### src/amcb_pkg.sv
// shared types and constants for the alpha mask colour blend pipeline
// no dependencies
package amcb_pkg;

  localparam int unsigned ChanW   = 8;
  localparam int unsigned NumChan = 3;
  localparam int unsigned ColW    = 32;
  localparam int unsigned CfgIdxW = 8;
  localparam int unsigned WtW     = ChanW + 1;
  localparam int unsigned ProdW   = 2 * ChanW;
  localparam int unsigned SumW    = ProdW + 1;

  // channel lanes follow the byte order of a colour word
  localparam int unsigned ChRed   = 0;
  localparam int unsigned ChGreen = 1;
  localparam int unsigned ChBlue  = 2;

  localparam logic [ColW-1:0]    NoColour = '1;
  localparam logic [WtW-1:0]     FullWt   = WtW'(256);
  localparam logic [CfgIdxW-1:0] RegFore  = CfgIdxW'(0);
  localparam logic [CfgIdxW-1:0] RegBack  = CfgIdxW'(1);

  typedef logic [ChanW-1:0] chan_t;
  typedef chan_t [NumChan-1:0] pix_t;

  typedef struct packed {
    chan_t w;
    pix_t  fc;
    pix_t  oc;
  } sel_t;

  typedef struct packed {
    logic [NumChan-1:0][ProdW-1:0] pa;
    logic [NumChan-1:0][ProdW-1:0] pb;
  } prod_t;

endpackage

### src/amcb_sel.sv
// stage 1: colour registers, mode decode and operand selection
// depends on amcb_pkg
module amcb_sel import amcb_pkg::*; (
  input  logic               clk_i,
  input  logic               rst_ni,
  input  logic               cfg_we_i,
  input  logic [CfgIdxW-1:0] cfg_idx_i,
  input  logic [ColW-1:0]    cfg_wdata_i,
  input  logic               valid_i,
  output logic               stall_o,
  input  chan_t              alpha_i,
  input  pix_t               dest_i,
  output logic               valid_o,
  input  logic               stall_i,
  output sel_t               data_o
);

  typedef enum logic [1:0] {
    ModeFore,
    ModeBack,
    ModeMix
  } mode_e;

  logic [ColW-1:0] fore_q, back_q;
  logic            valid_q;
  sel_t            data_q, data_d;
  mode_e           mode;
  logic            fg_none, bg_none;

  always_ff @(posedge clk_i or negedge rst_ni) begin
    if (!rst_ni) begin
      fore_q <= '0;
      back_q <= NoColour;
    end else if (cfg_we_i) begin
      unique case (cfg_idx_i)
        RegFore: fore_q <= cfg_wdata_i;
        RegBack: back_q <= cfg_wdata_i;
        default: ;
      endcase
    end
  end

  assign fg_none = (fore_q == NoColour);
  assign bg_none = (back_q == NoColour);

  always_comb begin
    if (bg_none && !fg_none) begin
      mode = ModeFore;
    end else if (!bg_none && fg_none) begin
      mode = ModeBack;
    end else begin
      mode = ModeMix;
    end
  end

  always_comb begin
    data_d = '0;
    unique case (mode)
      ModeFore: begin
        data_d.w = alpha_i;
        for (int i = 0; i < NumChan; i++) begin
          data_d.fc[i] = fore_q[i*ChanW +: ChanW];
          data_d.oc[i] = dest_i[i];
        end
      end
      ModeBack: begin
        data_d.w = ~alpha_i;
        for (int i = 0; i < NumChan; i++) begin
          data_d.fc[i] = back_q[i*ChanW +: ChanW];
          data_d.oc[i] = dest_i[i];
        end
      end
      default: begin
        data_d.w = alpha_i;
        for (int i = 0; i < NumChan; i++) begin
          data_d.fc[i] = fore_q[i*ChanW +: ChanW];
          data_d.oc[i] = back_q[i*ChanW +: ChanW];
        end
      end
    endcase
  end

  assign stall_o = valid_q && stall_i;

  always_ff @(posedge clk_i or negedge rst_ni) begin
    if (!rst_ni) begin
      valid_q <= 1'b0;
    end else if (!stall_o) begin
      valid_q <= valid_i;
    end
  end

  always_ff @(posedge clk_i) begin
    if (valid_i && !stall_o) begin
      data_q <= data_d;
    end
  end

  assign valid_o = valid_q;
  assign data_o  = data_q;

endmodule

### src/amcb_mult.sv
// stage 2: per-channel weighted products
// depends on amcb_pkg
module amcb_mult import amcb_pkg::*; (
  input  logic  clk_i,
  input  logic  rst_ni,
  input  logic  valid_i,
  output logic  stall_o,
  input  sel_t  data_i,
  output logic  valid_o,
  input  logic  stall_i,
  output prod_t data_o
);

  logic           valid_q;
  prod_t          data_q, data_d;
  logic [WtW-1:0] inv_wt;

  assign inv_wt = FullWt - {1'b0, data_i.w};

  always_comb begin
    for (int i = 0; i < NumChan; i++) begin
      data_d.pa[i] = ProdW'(data_i.fc[i]) * ProdW'(data_i.w);
      data_d.pb[i] = ProdW'(data_i.oc[i]) * ProdW'(inv_wt);
    end
  end

  assign stall_o = valid_q && stall_i;

  always_ff @(posedge clk_i or negedge rst_ni) begin
    if (!rst_ni) begin
      valid_q <= 1'b0;
    end else if (!stall_o) begin
      valid_q <= valid_i;
    end
  end

  always_ff @(posedge clk_i) begin
    if (valid_i && !stall_o) begin
      data_q <= data_d;
    end
  end

  assign valid_o = valid_q;
  assign data_o  = data_q;

endmodule

### src/amcb_sum.sv
// stage 3: product sum, scale down and output register
// depends on amcb_pkg
module amcb_sum import amcb_pkg::*; (
  input  logic  clk_i,
  input  logic  rst_ni,
  input  logic  valid_i,
  output logic  stall_o,
  input  prod_t data_i,
  output logic  valid_o,
  input  logic  stall_i,
  output pix_t  data_o
);

  logic            valid_q;
  pix_t            data_q, data_d;
  logic [SumW-1:0] sum;

  always_comb begin
    sum = '0;
    for (int i = 0; i < NumChan; i++) begin
      sum       = SumW'(data_i.pa[i]) + SumW'(data_i.pb[i]);
      data_d[i] = sum[ProdW-1:ChanW];
    end
  end

  assign stall_o = valid_q && stall_i;

  always_ff @(posedge clk_i or negedge rst_ni) begin
    if (!rst_ni) begin
      valid_q <= 1'b0;
    end else if (!stall_o) begin
      valid_q <= valid_i;
    end
  end

  always_ff @(posedge clk_i) begin
    if (valid_i && !stall_o) begin
      data_q <= data_d;
    end
  end

  assign valid_o = valid_q;
  assign data_o  = data_q;

endmodule

### src/alpha_mask_colour_blend_top.sv
// a pixel passes the registered select, multiply and sum stages in turn
// throughput: one pixel per cycle; each stage takes a new pixel when it is
// empty or its contents move on, so stalls lose nothing and bubbles close up
// reset: pipeline empty, foreground colour 0, background colour all ones (absent)
// top level of the alpha mask colour blend; depends on amcb_pkg, amcb_sel,
// amcb_mult and amcb_sum
module alpha_mask_colour_blend_top import amcb_pkg::*; (
  input  logic               clk_i,
  input  logic               rst_ni,
  input  logic               cfg_we_i,
  input  logic [CfgIdxW-1:0] cfg_idx_i,
  input  logic [ColW-1:0]    cfg_wdata_i,
  input  logic               in_valid_i,
  output logic               in_stall_o,
  input  logic [ChanW-1:0]   mask_alpha_i,
  input  logic [ChanW-1:0]   dest_blue_i,
  input  logic [ChanW-1:0]   dest_green_i,
  input  logic [ChanW-1:0]   dest_red_i,
  output logic               out_valid_o,
  input  logic               out_stall_i,
  output logic [ChanW-1:0]   out_blue_o,
  output logic [ChanW-1:0]   out_green_o,
  output logic [ChanW-1:0]   out_red_o
);

  pix_t  dest;
  pix_t  res;
  sel_t  sel_data;
  prod_t prod_data;
  logic  sel_valid, sel_stall;
  logic  mult_valid, mult_stall;

  always_comb begin
    dest[ChRed]   = dest_red_i;
    dest[ChGreen] = dest_green_i;
    dest[ChBlue]  = dest_blue_i;
  end

  amcb_sel u_sel (
    .clk_i       (clk_i),
    .rst_ni      (rst_ni),
    .cfg_we_i    (cfg_we_i),
    .cfg_idx_i   (cfg_idx_i),
    .cfg_wdata_i (cfg_wdata_i),
    .valid_i     (in_valid_i),
    .stall_o     (in_stall_o),
    .alpha_i     (mask_alpha_i),
    .dest_i      (dest),
    .valid_o     (sel_valid),
    .stall_i     (sel_stall),
    .data_o      (sel_data)
  );

  amcb_mult u_mult (
    .clk_i   (clk_i),
    .rst_ni  (rst_ni),
    .valid_i (sel_valid),
    .stall_o (sel_stall),
    .data_i  (sel_data),
    .valid_o (mult_valid),
    .stall_i (mult_stall),
    .data_o  (prod_data)
  );

  amcb_sum u_sum (
    .clk_i   (clk_i),
    .rst_ni  (rst_ni),
    .valid_i (mult_valid),
    .stall_o (mult_stall),
    .data_i  (prod_data),
    .valid_o (out_valid_o),
    .stall_i (out_stall_i),
    .data_o  (res)
  );

  assign out_red_o   = res[ChRed];
  assign out_green_o = res[ChGreen];
  assign out_blue_o  = res[ChBlue];

`ifndef SYNTHESIS
  a_stall_only_when_full: assert property (@(posedge clk_i) disable iff (!rst_ni)
    in_stall_o |-> (sel_valid && mult_valid && out_valid_o))
    else $error("input stalled while a pipeline stage is empty");

  a_sel_moves_on: assert property (@(posedge clk_i) disable iff (!rst_ni)
    (sel_valid && !sel_stall) |=> mult_valid)
    else $error("pixel lost between select and multiply stages");

  a_mult_moves_on: assert property (@(posedge clk_i) disable iff (!rst_ni)
    (mult_valid && !mult_stall) |=> out_valid_o)
    else $error("pixel lost between multiply and sum stages");

  a_out_held: assert property (@(posedge clk_i) disable iff (!rst_ni)
    (out_valid_o && out_stall_i) |=> (out_valid_o && $stable(res)))
    else $error("stalled output pixel changed");
`endif

endmodule

### config.mk
export PLATFORM = sky130hd
export DESIGN_NAME = alpha_mask_colour_blend_top
export DESIGN_NICKNAME = d
export VERILOG_FILES = /design/src/amcb_pkg.sv /design/src/amcb_sel.sv /design/src/amcb_mult.sv /design/src/amcb_sum.sv /design/src/alpha_mask_colour_blend_top.sv
export SDC_FILE = /design/constraint.sdc
export NUM_CORES = 1
export LEC_CHECK = 0
export BUFFER_PORTS_ARGS = -buffer_cell sky130_fd_sc_hd__buf_2
export CELL_PAD_IN_SITES_DETAIL_PLACEMENT = 1
export CELL_PAD_IN_SITES_GLOBAL_PLACEMENT = 1
export CORE_UTILIZATION = 35
export DETAILED_ROUTE_END_ITERATION = 10
export GPL_ROUTABILITY_DRIVEN = 0
export HOLD_SLACK_MARGIN = 0.15
export PLACE_DENSITY = 0.63
export SLEW_MARGIN = 0
export SYNTH_ARGS = -nofsm -noshare
export SYNTH_HDL_FRONTEND = slang
export SYNTH_SLANG_ARGS = --single-unit
### constraint.sdc
create_clock -name clk_i -period 7.7 [get_ports clk_i]
set_clock_uncertainty 0.2 [all_clocks]
set_input_delay 0.77 -clock clk_i [delete_from_list [all_inputs] [get_ports clk_i]]
set_output_delay 0.77 -clock clk_i [all_outputs]
set_load 0.03 [all_outputs]
* Word level (Yosys, flattened, before mapping)
Index checks and enable logic that the tools add are counted.
Operators by class: bitwise gates (word level) 1, multiplexer cells 3, reductions and logical operators 17, multiply operators 6, add/sub/neg operators 4, equality and inequality tests 4
Operators with widths (number):
- case mux 56 bit (2 select lines) | 1
- == test 32 bit, second input constant | 2
- adder 16 bit | 3
- multiplier 8 x 8 -> 16 bit | 3
- multiplier 8 x 9 -> 16 bit | 3
- subtractor 9 x 8 -> 9 bit, first input constant | 1
- == test 8 x 1 -> 1 bit, second input constant | 1
- logical AND 1 bit | 8
- logical NOT 8 bit | 1
- NOT 8 bit | 1
- logical NOT 1 bit | 5
- 2-to-1 mux 2 bit | 2
- AND reduction 2 bit | 2
- == test 2 x 1 -> 1 bit, second input constant | 1
- logical NOT 2 bit | 1
Word-level totals: word-level logic and storage cells 56, bits of input ports 77, flip-flop bits (word level) 243

* Longest topological paths before layout
Gate-level depths: netlist (run 1).
depth after elaboration 7, depth in mapped cells 21, depth with buffers taken out 19

* Modules after synthesis
From an unflattened synthesis (run 1), not the netlist that was laid out.
Unflattened totals: cell total of the unflattened synthesis 2233, area, all modules 23675.2 sq um
Modules (own cells, without submodules):
- amcb_mult | times used 1, area each 16036.6 sq um, cells each 1648, sequential area each 2907.8 sq um
- amcb_sel | times used 1, area each 5056.1 sq um, cells each 310, sequential area each 3348.2 sq um
- amcb_sum | times used 1, area each 2582.5 sq um, cells each 275, sequential area each 745.7 sq um

* Worst setup path before layout (run 1)
No wires, ideal clock.
kind register -> register, start point register u_sel.data_q, in the netlist u_sel.data_o[49], end point register u_mult.data_q, in the netlist u_mult.data_o[15] (data pin), data arrival time 5.078 ns, library setup time 0.260 ns, period minus slack after synthesis 5.538 ns, buffers on the path 1, stages on the path, launching flop included 21, slack 2.162 ns, cells stage by stage edfxtp_1 > inv_1 > ha_1 > nand2_1 > or3_4 > xor2_1 > clkbuf_1 > and2_1 > fa_1 > fa_1 > fa_1 > inv_1 > fa_1 > inv_1 > ha_1 > or2_2 > a21oi_1 > a21oi_1 > a211oi_1 > a21oi_1 > xnor2_1
RTL lines:
- start: declaration | line amcb_sel.sv:26 | sel_t data_q, data_d;
- start signal: assignment | line amcb_sel.sv:95 | data_q <= data_d;
- end signal: assignment | line amcb_mult.sv:39 | data_q <= data_d;
- end: declaration | line amcb_mult.sv:15 | prod_t data_q, data_d;

==> results of run 1 <==
==> metal layers <==
metal  global-route usage  wire length [um]  vias to the layer above
li1                     -                 -                     7162
met4               0.0504              1490                        0
met1                0.237             26900                     7770
met2                0.311             27900                      241
met5                    0                 0                        -
met3               0.0274              2330                       69
==> logic make-up (layout without fill, tap and decap cells) <==
family	after synthesis	in the layout	share of synthesized area
AO/OA/AOI/OAI	212	212	0.0656
XOR/XNOR	107	107	0.0412
adder cells (fa/ha/maj)	489	489	0.345
buffers and inverters	370	492	0.0616
flip-flops	243	243	0.308
multiplexers	64	64	0.0317
AND/OR/NAND/NOR	624	624	0.148
==> critical path, delay by kind of cell (launching register included) <==
kind / cells / cell delay, ns
compound gates: 4 / 0.61
xor+xnor: 2 / 0.81
fa+ha+maj: 6 / 2.43
buf+inv: 5 / 0.88
flops: 1 / 0.33
simple gates: 2 / 0.57
==> synth_stat cells (all sizes together), types with 11 or more instances <==
cell	instances	share of area
nor2	49	0.0082
edfxtp	176	0.23
nand3	19	0.0042
nand2	162	0.027
inv	308	0.051
or3	12	0.0035
dfrtp	35	0.038
xor2	13	0.0050
a21o	11	0.0036
o21ai	34	0.0075
a21oi	57	0.013
and2	281	0.077
o21a	19	0.0063
a22o	48	0.018
mux2	64	0.032
nor3	17	0.0042
nor2b	17	0.0047
ha	258	0.14
fa	231	0.20
nand4	22	0.0060
nand2b	15	0.0041
clkbuf	52	0.0086
dfstp	32	0.037
xnor2	94	0.036
==> layout make-up <==
| class | count | share of cell area |
|---|---|---|
| clock buffer | 45 | 0.0363 |
| timing repair buffer | 126 | 0.0273 |
| tap | 855 | 0.0422 |
| sequential | 243 | 0.276 |
| inverter | 308 | 0.0456 |
| multi-input combinational | 1496 | 0.567 |
| clock inverter | 13 | 0.00543 |
==> worst max path at each step <==
stage               cells after the start              from                end  slack, ns
floorplan                              20  u_sel.data_o[49]  u_mult.data_o[15]       2.16
global placement                       18  u_sel.data_o[49]  u_mult.data_o[47]       1.79
detailed placement                     18  u_sel.data_o[49]  u_mult.data_o[47]       1.60
CTS                                    18  u_sel.data_o[49]  u_mult.data_o[47]       1.59
global route                           20  u_sel.data_o[49]  u_mult.data_o[31]       1.24
finish                                 19  u_sel.data_o[49]  u_mult.data_o[31]       1.57
==> state kept, by name, summed over array words and instances (netlist names) <==
| register | cells |
|---|---|
| u_mult.data_o | 96 |
| u_sum.data_o | 24 |
| u_sel.back_q | 32 |
| u_mult.valid_o | 1 |
| u_sel.valid_o | 1 |
| u_sum.valid_o | 1 |
| u_sel.data_o | 56 |
| u_sel.fore_q | 32 |
==> report_power, final <==
group / internal [mW] / switching, mW / leakage (nW)
sequential: 1.90 / 0.176 / 2.54
clock: 0.897 / 0.609 / 0.514
combinational: 1.36 / 1.88 / 8.75
total: 4.16 / 2.66 / 11.8
==> stage by stage <==
step	power, mW	cell area (um^2)	worst slack, ns
2_1_floorplan	4.41	22800	2.16
3_5_place_dp	5.38	24300	1.60
6_report	6.82	25400	1.57
3_3_place_gp	5.24	24300	1.79
5_1_grt	7.39	25400	1.24
4_1_cts	6.94	25400	1.59
==> layout by cell type (no fill, tap or decap), types with 3 or more instances in the layout <==
cell type	n
and2_1	279
nor2b_1	17
clkbuf_1	7
fa_1	231
nand4_1	22
nor2_1	47
xor2_1	13
clkbuf_8	5
or3_1	11
nand2b_1	15
nand3_1	19
dfstp_2	32
o211ai_1	7
o21ai_1	3
clkinv_2	3
buf_2	102
a211oi_1	9
mux2_2	64
or2_2	9
a21oi_1	55
inv_1	308
and3_1	9
ha_1	258
nor4_1	9
a21o_1	11
nor3_1	16
o31ai_1	4
o21a_1	19
a22o_1	48
o31a_1	3
o21ai_0	31
o41ai_2	3
clkinv_4	3
buf_4	23
xnor2_1	94
dfrtp_1	35
clkbuf_16	33
edfxtp_1	176
nand2_1	162
==> run metrics, run 1 <==
Fin. Hold Viols=0; vias in the first global route=roughly 17k; CTS Buffer Depth=3; global route overflow=0; post-synth cell types=between 50 and 60; Critical R2R Launch=u_sel.data_o[49]; fin crit period=between 6 and 7 ns; Via density=approximately 5; wirelength, routed=between 50000 and 60000 um; DRT Pass-1 Iters=5; asr flop ratio synth=0.276; Reg2Reg Setup Slack=around 1.6 ns; Core Util, Final=0.394; Slew HR=0.339; Initial Utilization=0.354; Final Max Tran Viols=0; Leak=11.8 nW; RSZ-0062 raised after global routing=no; pwr/cell area=around 270 nW/um^2; period utilisation layout=0.796; register area=around 7000 um^2; CP Capture Type=flip-flop; layout cells sized above 1=0.134; post_cts resized=0; antenna diode count=0; CP most frequent cell=fa_1; CTS tree=yes; Mapped Nets=around 2.7k; Max-Cap Viols=0; worst hold path type=in2async; Rows=93; largest net degree at the start of global routing=slightly above 70; FMAX=approximately 160 MHz; Vias=about 15k; crit path cell chain=buf_4 > inv_1 > ha_1 > xnor2_1 > buf_4 > and2_1 > fa_1 > fa_1 > fa_1 > inv_1 > fa_1 > inv_1 > ha_1 > or3_1 > o21ai_0 > a21oi_1 > a211oi_1 > a21oi_1 > xnor2_1; #FFs+latches synth=between 200 and 250; Setup Crit Path Kind=reg2reg; Main synth FF type=edfxtp_1; area of the multi-input gates=between 10000 and 15000 um^2; GRT Util Overall=0.181; antenna viol nets, final=0; Layout Nets=roughly 2.8k; Die Wd=257 um; Die Area=66100 um^2; CP max FO=26; Die Ht=257 um; initial antenna violation count=1; critical path's slowest cell=xnor2_1; hold_buf cts=1; Fillers=7128; Synth Instances=around 2.1k; Min Hold Slack=about 0.15 ns; sequential fraction of the synthesis area=0.308; status=finished clean; Worst setup SP type=flip-flop; Max IR drop VDD=~180 uV; area grow syn2layout=11.4%; Worst path max stage delay=0.66 ns; placed cell count=roughly 3.0k; Mean Syn Cell Area=10.8 um^2; HPWL Detailed=between 40000 and 50000 um; Post-synth EDFFs=roughly 180; first-pass GRT wire length=between 90000 and 100000 um; Routed wire per std cell=19.0 um; CTS buffer count=31; Least-Margin Pin Slew=0.991 ns; Worst R2R End=u_mult.data_o[31]; clock root cell=clkbuf_16; CORE AREA=between 60000 and 70000 um^2; initial DRC count=566; Warnings, synthesis=0; setup_tns=0 ns; Clock Sinks=around 240; count of input and output buffers=about 100; Clock Latency Late Sink=~0.60 ns; Post CTS Setup Buffer Count=0; final setup vio count=0; io pins=103; H-Tree Depth=1; depth of the worst register-to-register path=19; CTS clk-pin slew, worst paths=0.07 ns; Cell Area, Synth=22800 um^2; Data arrival, critical path=between 6 and 7 ns; Post-Layout Cell Count=a little over 3k; DRC viols=0; WP data required=roughly 8 ns
No activity file was read; power rests on OpenSTA's default activity.
==> run 2: changes to the inputs <==
Clock period 7.7 ns to 6.1 ns, I/O delays scaled along.
==> run metrics, run 2 (synthesis gave the netlist of run 1 again) <==
worst hold path type=in2reg; Layout Nets=between 2k and 3k; CP Capture Type=flip-flop; Clock Latency Late Sink=0.59 ns; Die Area=around 66000 um^2; DRC viols=0; clock root cell=clkbuf_16; commonest cells after routing, fill and taps aside=inv_1 (308), and2_1 (279), ha_1 (258); Max IR drop VDD=around 200 uV; max reg flops=96; CP max FO=24; post-place setup slack=between 0.2 and 0.25 ns; Data arrival, critical path=just under 6 ns; Initial Utilization=0.354; Routed wire per std cell=between 15 and 20 um; H-Tree Depth=1; pwr/cell area=328 nW/um^2; GRT Util Overall=0.179; Pwr Total=roughly 8.5 mW; Clock Sinks=roughly 240; CTS Buffer Depth=3; vias in the first global route=17.5k; Post CTS Setup Buffer Count=0; CTS buffer count=31; area grow syn2layout=14.1%; Via density=4.92; Max-Cap Viols=0; Worst setup SP type=flip-flop; fin crit period=5.73 ns; placed cell count=3031; FMAX=around 170 MHz; count of input and output buffers=approximately 100; Vias=~15k; Fillers=7084; Final Max Tran Viols=0; hold depth=3; WP data required=~6.2 ns; setup_tns=0 ns; Fin. Hold Viols=0; Least-Margin Pin Slew=about 1 ns; antenna viol nets, final=0; Reg2Reg Setup Slack=~0.37 ns; RSZ-0062 raised after global routing=no; Slew HR=0.326; HP Start=mask_alpha_i[7]; CTS clk-pin slew, worst paths=0.06 ns; hold endpoint=u_sel.data_o[55]; DRT Pass-1 Iters=4; largest net degree at the start of global routing=68; Core Util, Final=0.404; layout cells sized above 1=0.133; most common cell after layout, fill and taps aside=inv_1; antenna diode count=0; first-pass GRT wire length=around 94000 um; final setup vio count=0; Die Ht=257 um; global route overflow=0; initial DRC count=420; HPWL Detailed=44300 um; period utilisation layout=0.940; Rows=just over 90; Final WS setup=between 0.3 and 0.4 ns; depth of the worst register-to-register path=20; Setup Crit Path Kind=reg2reg; initial antenna violation count=2; Critical R2R Launch=u_sel.data_o[48]; wirelength, routed=57600 um; Leak=about 12 nW; post-route cell area=~26000 um^2; Min Hold Slack=a little over 0.2 ns; CORE AREA=64300 um^2; io pins=103; Post-Layout Cell Count=approximately 3.1k; CTS tree=yes; Die Wd=roughly 260 um; placed inst area=24300 um^2; status=finished clean; Worst R2R End=u_mult.data_o[31]
## run 2: changes by cell type in the layout (fill, tap and decap cells not counted), sizes merged
cell | before | now
buf | 125 | 129
bufinv | 2 | 0
clkinv | 7 | 8
dlygate4sd3 | 1 | 59
clkinvlp | 2 | 0
inv | 310 | 312
## run 2: per-layer routing
metal,up-vias,global-route usage,wire [um]
met3,64,0.0299,2360
met5,-,0,13
met4,2,0.0407,1100
met1,7932,0.236,26400
li1,7263,-,-
met2,209,0.305,27700
## run 2: cell type report
cell class	count	area, um^2	share of cell area
clock inverters	12	71.3	0.00274
clock buffers	45	965	0.0371
flip-flops and latches	243	7000	0.269
inverters	308	1160	0.0445
well taps	855	1070	0.0412
repair buffers	188	1330	0.0511
multi-input cells	1496	14400	0.554
## run 2: what timing repair did
item,in CTS,in global routing
endpoints found under the setup margin,0,2
gates resized for setup,0,2
hold buffers,59,0
endpoints found under the hold margin,126,0
## run 2: critical path, stage by stage (launching register included)
cell and delay [ns]:
edfxtp_1 0.42, inv_1 0.10, ha_1 0.19, nand2_1 0.10
or3_4 0.37, xor2_1 0.27, buf_12 0.20, and2_1 0.17
fa_1 0.42, fa_1 0.51, fa_1 0.49, inv_1 0.05
fa_1 0.47, inv_1 0.04, ha_1 0.33, or3_1 0.38
o21ai_0 0.08, a21oi_1 0.09, a211oi_2 0.30, a21oi_1 0.14
xnor2_1 0.15
## run 2: where the power goes
group          switching, mW  total (mW)  leakage (nW)  internal [mW]
clock                  0.737        1.83         0.519           1.10
sequential             0.243        2.64          2.54           2.40
combinational           2.30        4.06          9.03           1.75
## run 2: how the worst max path moves through the flow
stage	to	cells past startpoint	slack [ns]	from
5_1_grt	u_mult.data_o[31]	20	0.06	u_sel.data_o[48]
2_1_floorplan	u_mult.data_o[15]	20	0.56	u_sel.data_o[49]
3_3_place_gp	u_mult.data_o[31]	20	0.49	u_sel.data_o[48]
4_1_cts	u_mult.data_o[31]	20	0.22	u_sel.data_o[48]
6_report	u_mult.data_o[31]	20	0.37	u_sel.data_o[48]
3_5_place_dp	u_mult.data_o[31]	20	0.25	u_sel.data_o[48]
==> run 3: changes to the inputs <==
Settings changed: CTS_BUF_LIST set to sky130_fd_sc_hd__clkbuf_4 sky130_fd_sc_hd__clkbuf_8.
==> run metrics, run 3 (synthesis gave the netlist of run 1 again) <==
status=finished clean; Least-Margin Pin Slew=0.997 ns; Worst path max stage delay=around 0.51 ns; initial antenna violation count=1; most common cell after layout, fill and taps aside=inv_1; wirelength, routed=roughly 58000 um; max reg flops=96; period utilisation layout=0.944; commonest cells after routing, fill and taps aside=inv_1 (308), and2_1 (279), ha_1 (258); layout cells sized above 1=0.141; Die Ht=257 um; Clock Sinks=approximately 240; clock root cell=clkbuf_8; Clock Latency Late Sink=roughly 0.63 ns; Layout Nets=between 2k and 3k; Worst setup SP type=flip-flop; fin crit period=between 5 and 6 ns; register area=~7000 um^2; pwr/cell area=about 320 nW/um^2; Max-Cap Viols=0; Leak=12.1 nW; Initial Utilization=0.354; initial DRC count=526; post-route cell area=25900 um^2; Rows=93; CP delay by family, top=adder cells; GRT Util Overall=0.180; setup_tns=0 ns; Final Max Tran Viols=0; DRT Pass-1 Iters=4; placed inst area=24300 um^2; first-pass GRT wire length=between 90000 and 100000 um; largest net degree at the start of global routing=68; Fin. Hold Viols=0; Via density=slightly below 5; RSZ-0062 raised after global routing=no; area of the multi-input gates=approximately 14000 um^2; WP data required=6.26 ns; H-Tree Depth=2; io pins=a little over 100; Setup Crit Path Kind=reg2reg; Fillers=between 7k and 8k; worst hold path type=in2reg; final setup vio count=0; CTS Buffer Depth=3; Max IR drop VDD=between 150 and 200 uV; CTS tree=yes; Data arrival, critical path=between 5 and 6 ns; antenna viol nets, final=0; CP most frequent cell=fa_1; CTS clk-pin slew, worst paths=~0.07 ns; Die Area=roughly 66000 um^2; crit path cell chain=inv_1 > ha_1 > nand2_1 > or3_4 > xor2_1 > buf_12 > and2_1 > fa_1 > fa_1 > fa_1 > inv_1 > fa_1 > inv_1 > ha_1 > or3_1 > o21ai_0 > a21oi_1 > a211oi_2 > a21oi_1 > xnor2_1; Die Wd=about 260 um; worst path bufs/invs=4; DRC viols=0; CORE AREA=approximately 64000 um^2; area grow syn2layout=13.9%; FMAX=between 150 and 200 MHz; CP max FO=24; Routed wire per std cell=18.3 um; CTS buffer count=46; critical path's slowest cell=fa_1; count of input and output buffers=between 100 and 150; Vias=about 16k; CP Capture Type=flip-flop; global route overflow=0; vias in the first global route=roughly 18k; HPWL Detailed=roughly 44000 um; Slew HR=0.336
==> run 3: cell count changes in the layout (fill, tap and decap cells not counted), moves of 3 or more <==
cell and change:
clkbuf_8 +46, clkbuf_16 -36, clkinv_1 +11, clkbuf_4 +8, clkbuf_1 -6, dlygate4sd3_1 +4, bufinv_16 +3, clkinv_2 +3
==> run 3: repair_timing <==
action | in CTS | in global routing
setup endpoints to repair | 0 | 2
hold buffers | 63 | 0
resized for setup | 0 | 2
endpoints found under the hold margin | 130 | 0
buffers inserted | 0 | 0
==> run 3: metrics by stage <==
step | utilization | hold WS (ns) | setup slack, ns | cells | total power, mW
floorplan | - | 0.114 | 0.562 | 2109 | 5.57
global placement | 0.378 | 0.278 | 0.486 | 3031 | 6.58
detailed placement | 0.378 | 0.289 | 0.250 | 3031 | 6.73
CTS | 0.403 | 0.156 | 0.205 | 3180 | 8.53
global route | 0.403 | 0.198 | 0.0331 | 3181 | 9.12
finish | 0.403 | 0.201 | 0.344 | 3181 | 8.40
==> run 3: path summary, 6_finish.rpt <==
path,startpoint,end,slack (ns),depth (start not counted)
min in group asynchronous,rst_ni,u_sel.fore_q[17],0.54,3
max reg2reg,u_sel.data_o[48],u_mult.data_o[31],0.34,20
max in group asynchronous,rst_ni,u_sel.fore_q[13],4.59,3
max,u_sel.data_o[48],u_mult.data_o[31],0.34,20
min reg2reg,u_sel.valid_o,u_mult.valid_o,0.30,1
min,mask_alpha_i[4],u_sel.data_o[52],0.20,3
==> run 3: where the power goes <==
group / internal (mW) / switching, mW
combinational: 1.75 / 2.30
sequential: 2.40 / 0.244
clock: 0.926 / 0.772
total: 5.08 / 3.32
==> run 3: final cells by class <==
type / count / area share
repair buffers: 192 / 0.0528
clock inverters: 29 / 0.00839
multi-input cells: 1496 / 0.555
flip-flops and latches: 243 / 0.270
well taps: 855 / 0.0412
clock buffers: 57 / 0.0283
inverters: 308 / 0.0446
diodes: 1 / 0.0000965
==> run 3: metal layers <==
| layer | vias up | part of all wire | GRT usage |
|---|---|---|---|
| met5 | - | 0 | 0 |
| met4 | 0 | 0.017 | 0.0374 |
| met3 | 63 | 0.035 | 0.0272 |
| met2 | 227 | 0.48 | 0.308 |
| met1 | 8033 | 0.47 | 0.241 |
| li1 | 7312 | - | - |
==> run 3: worst min-delay path: stages <==
cell,delay (ns)
buf_2,0.12
nand2_1,0.05
o21ai_0,0.10
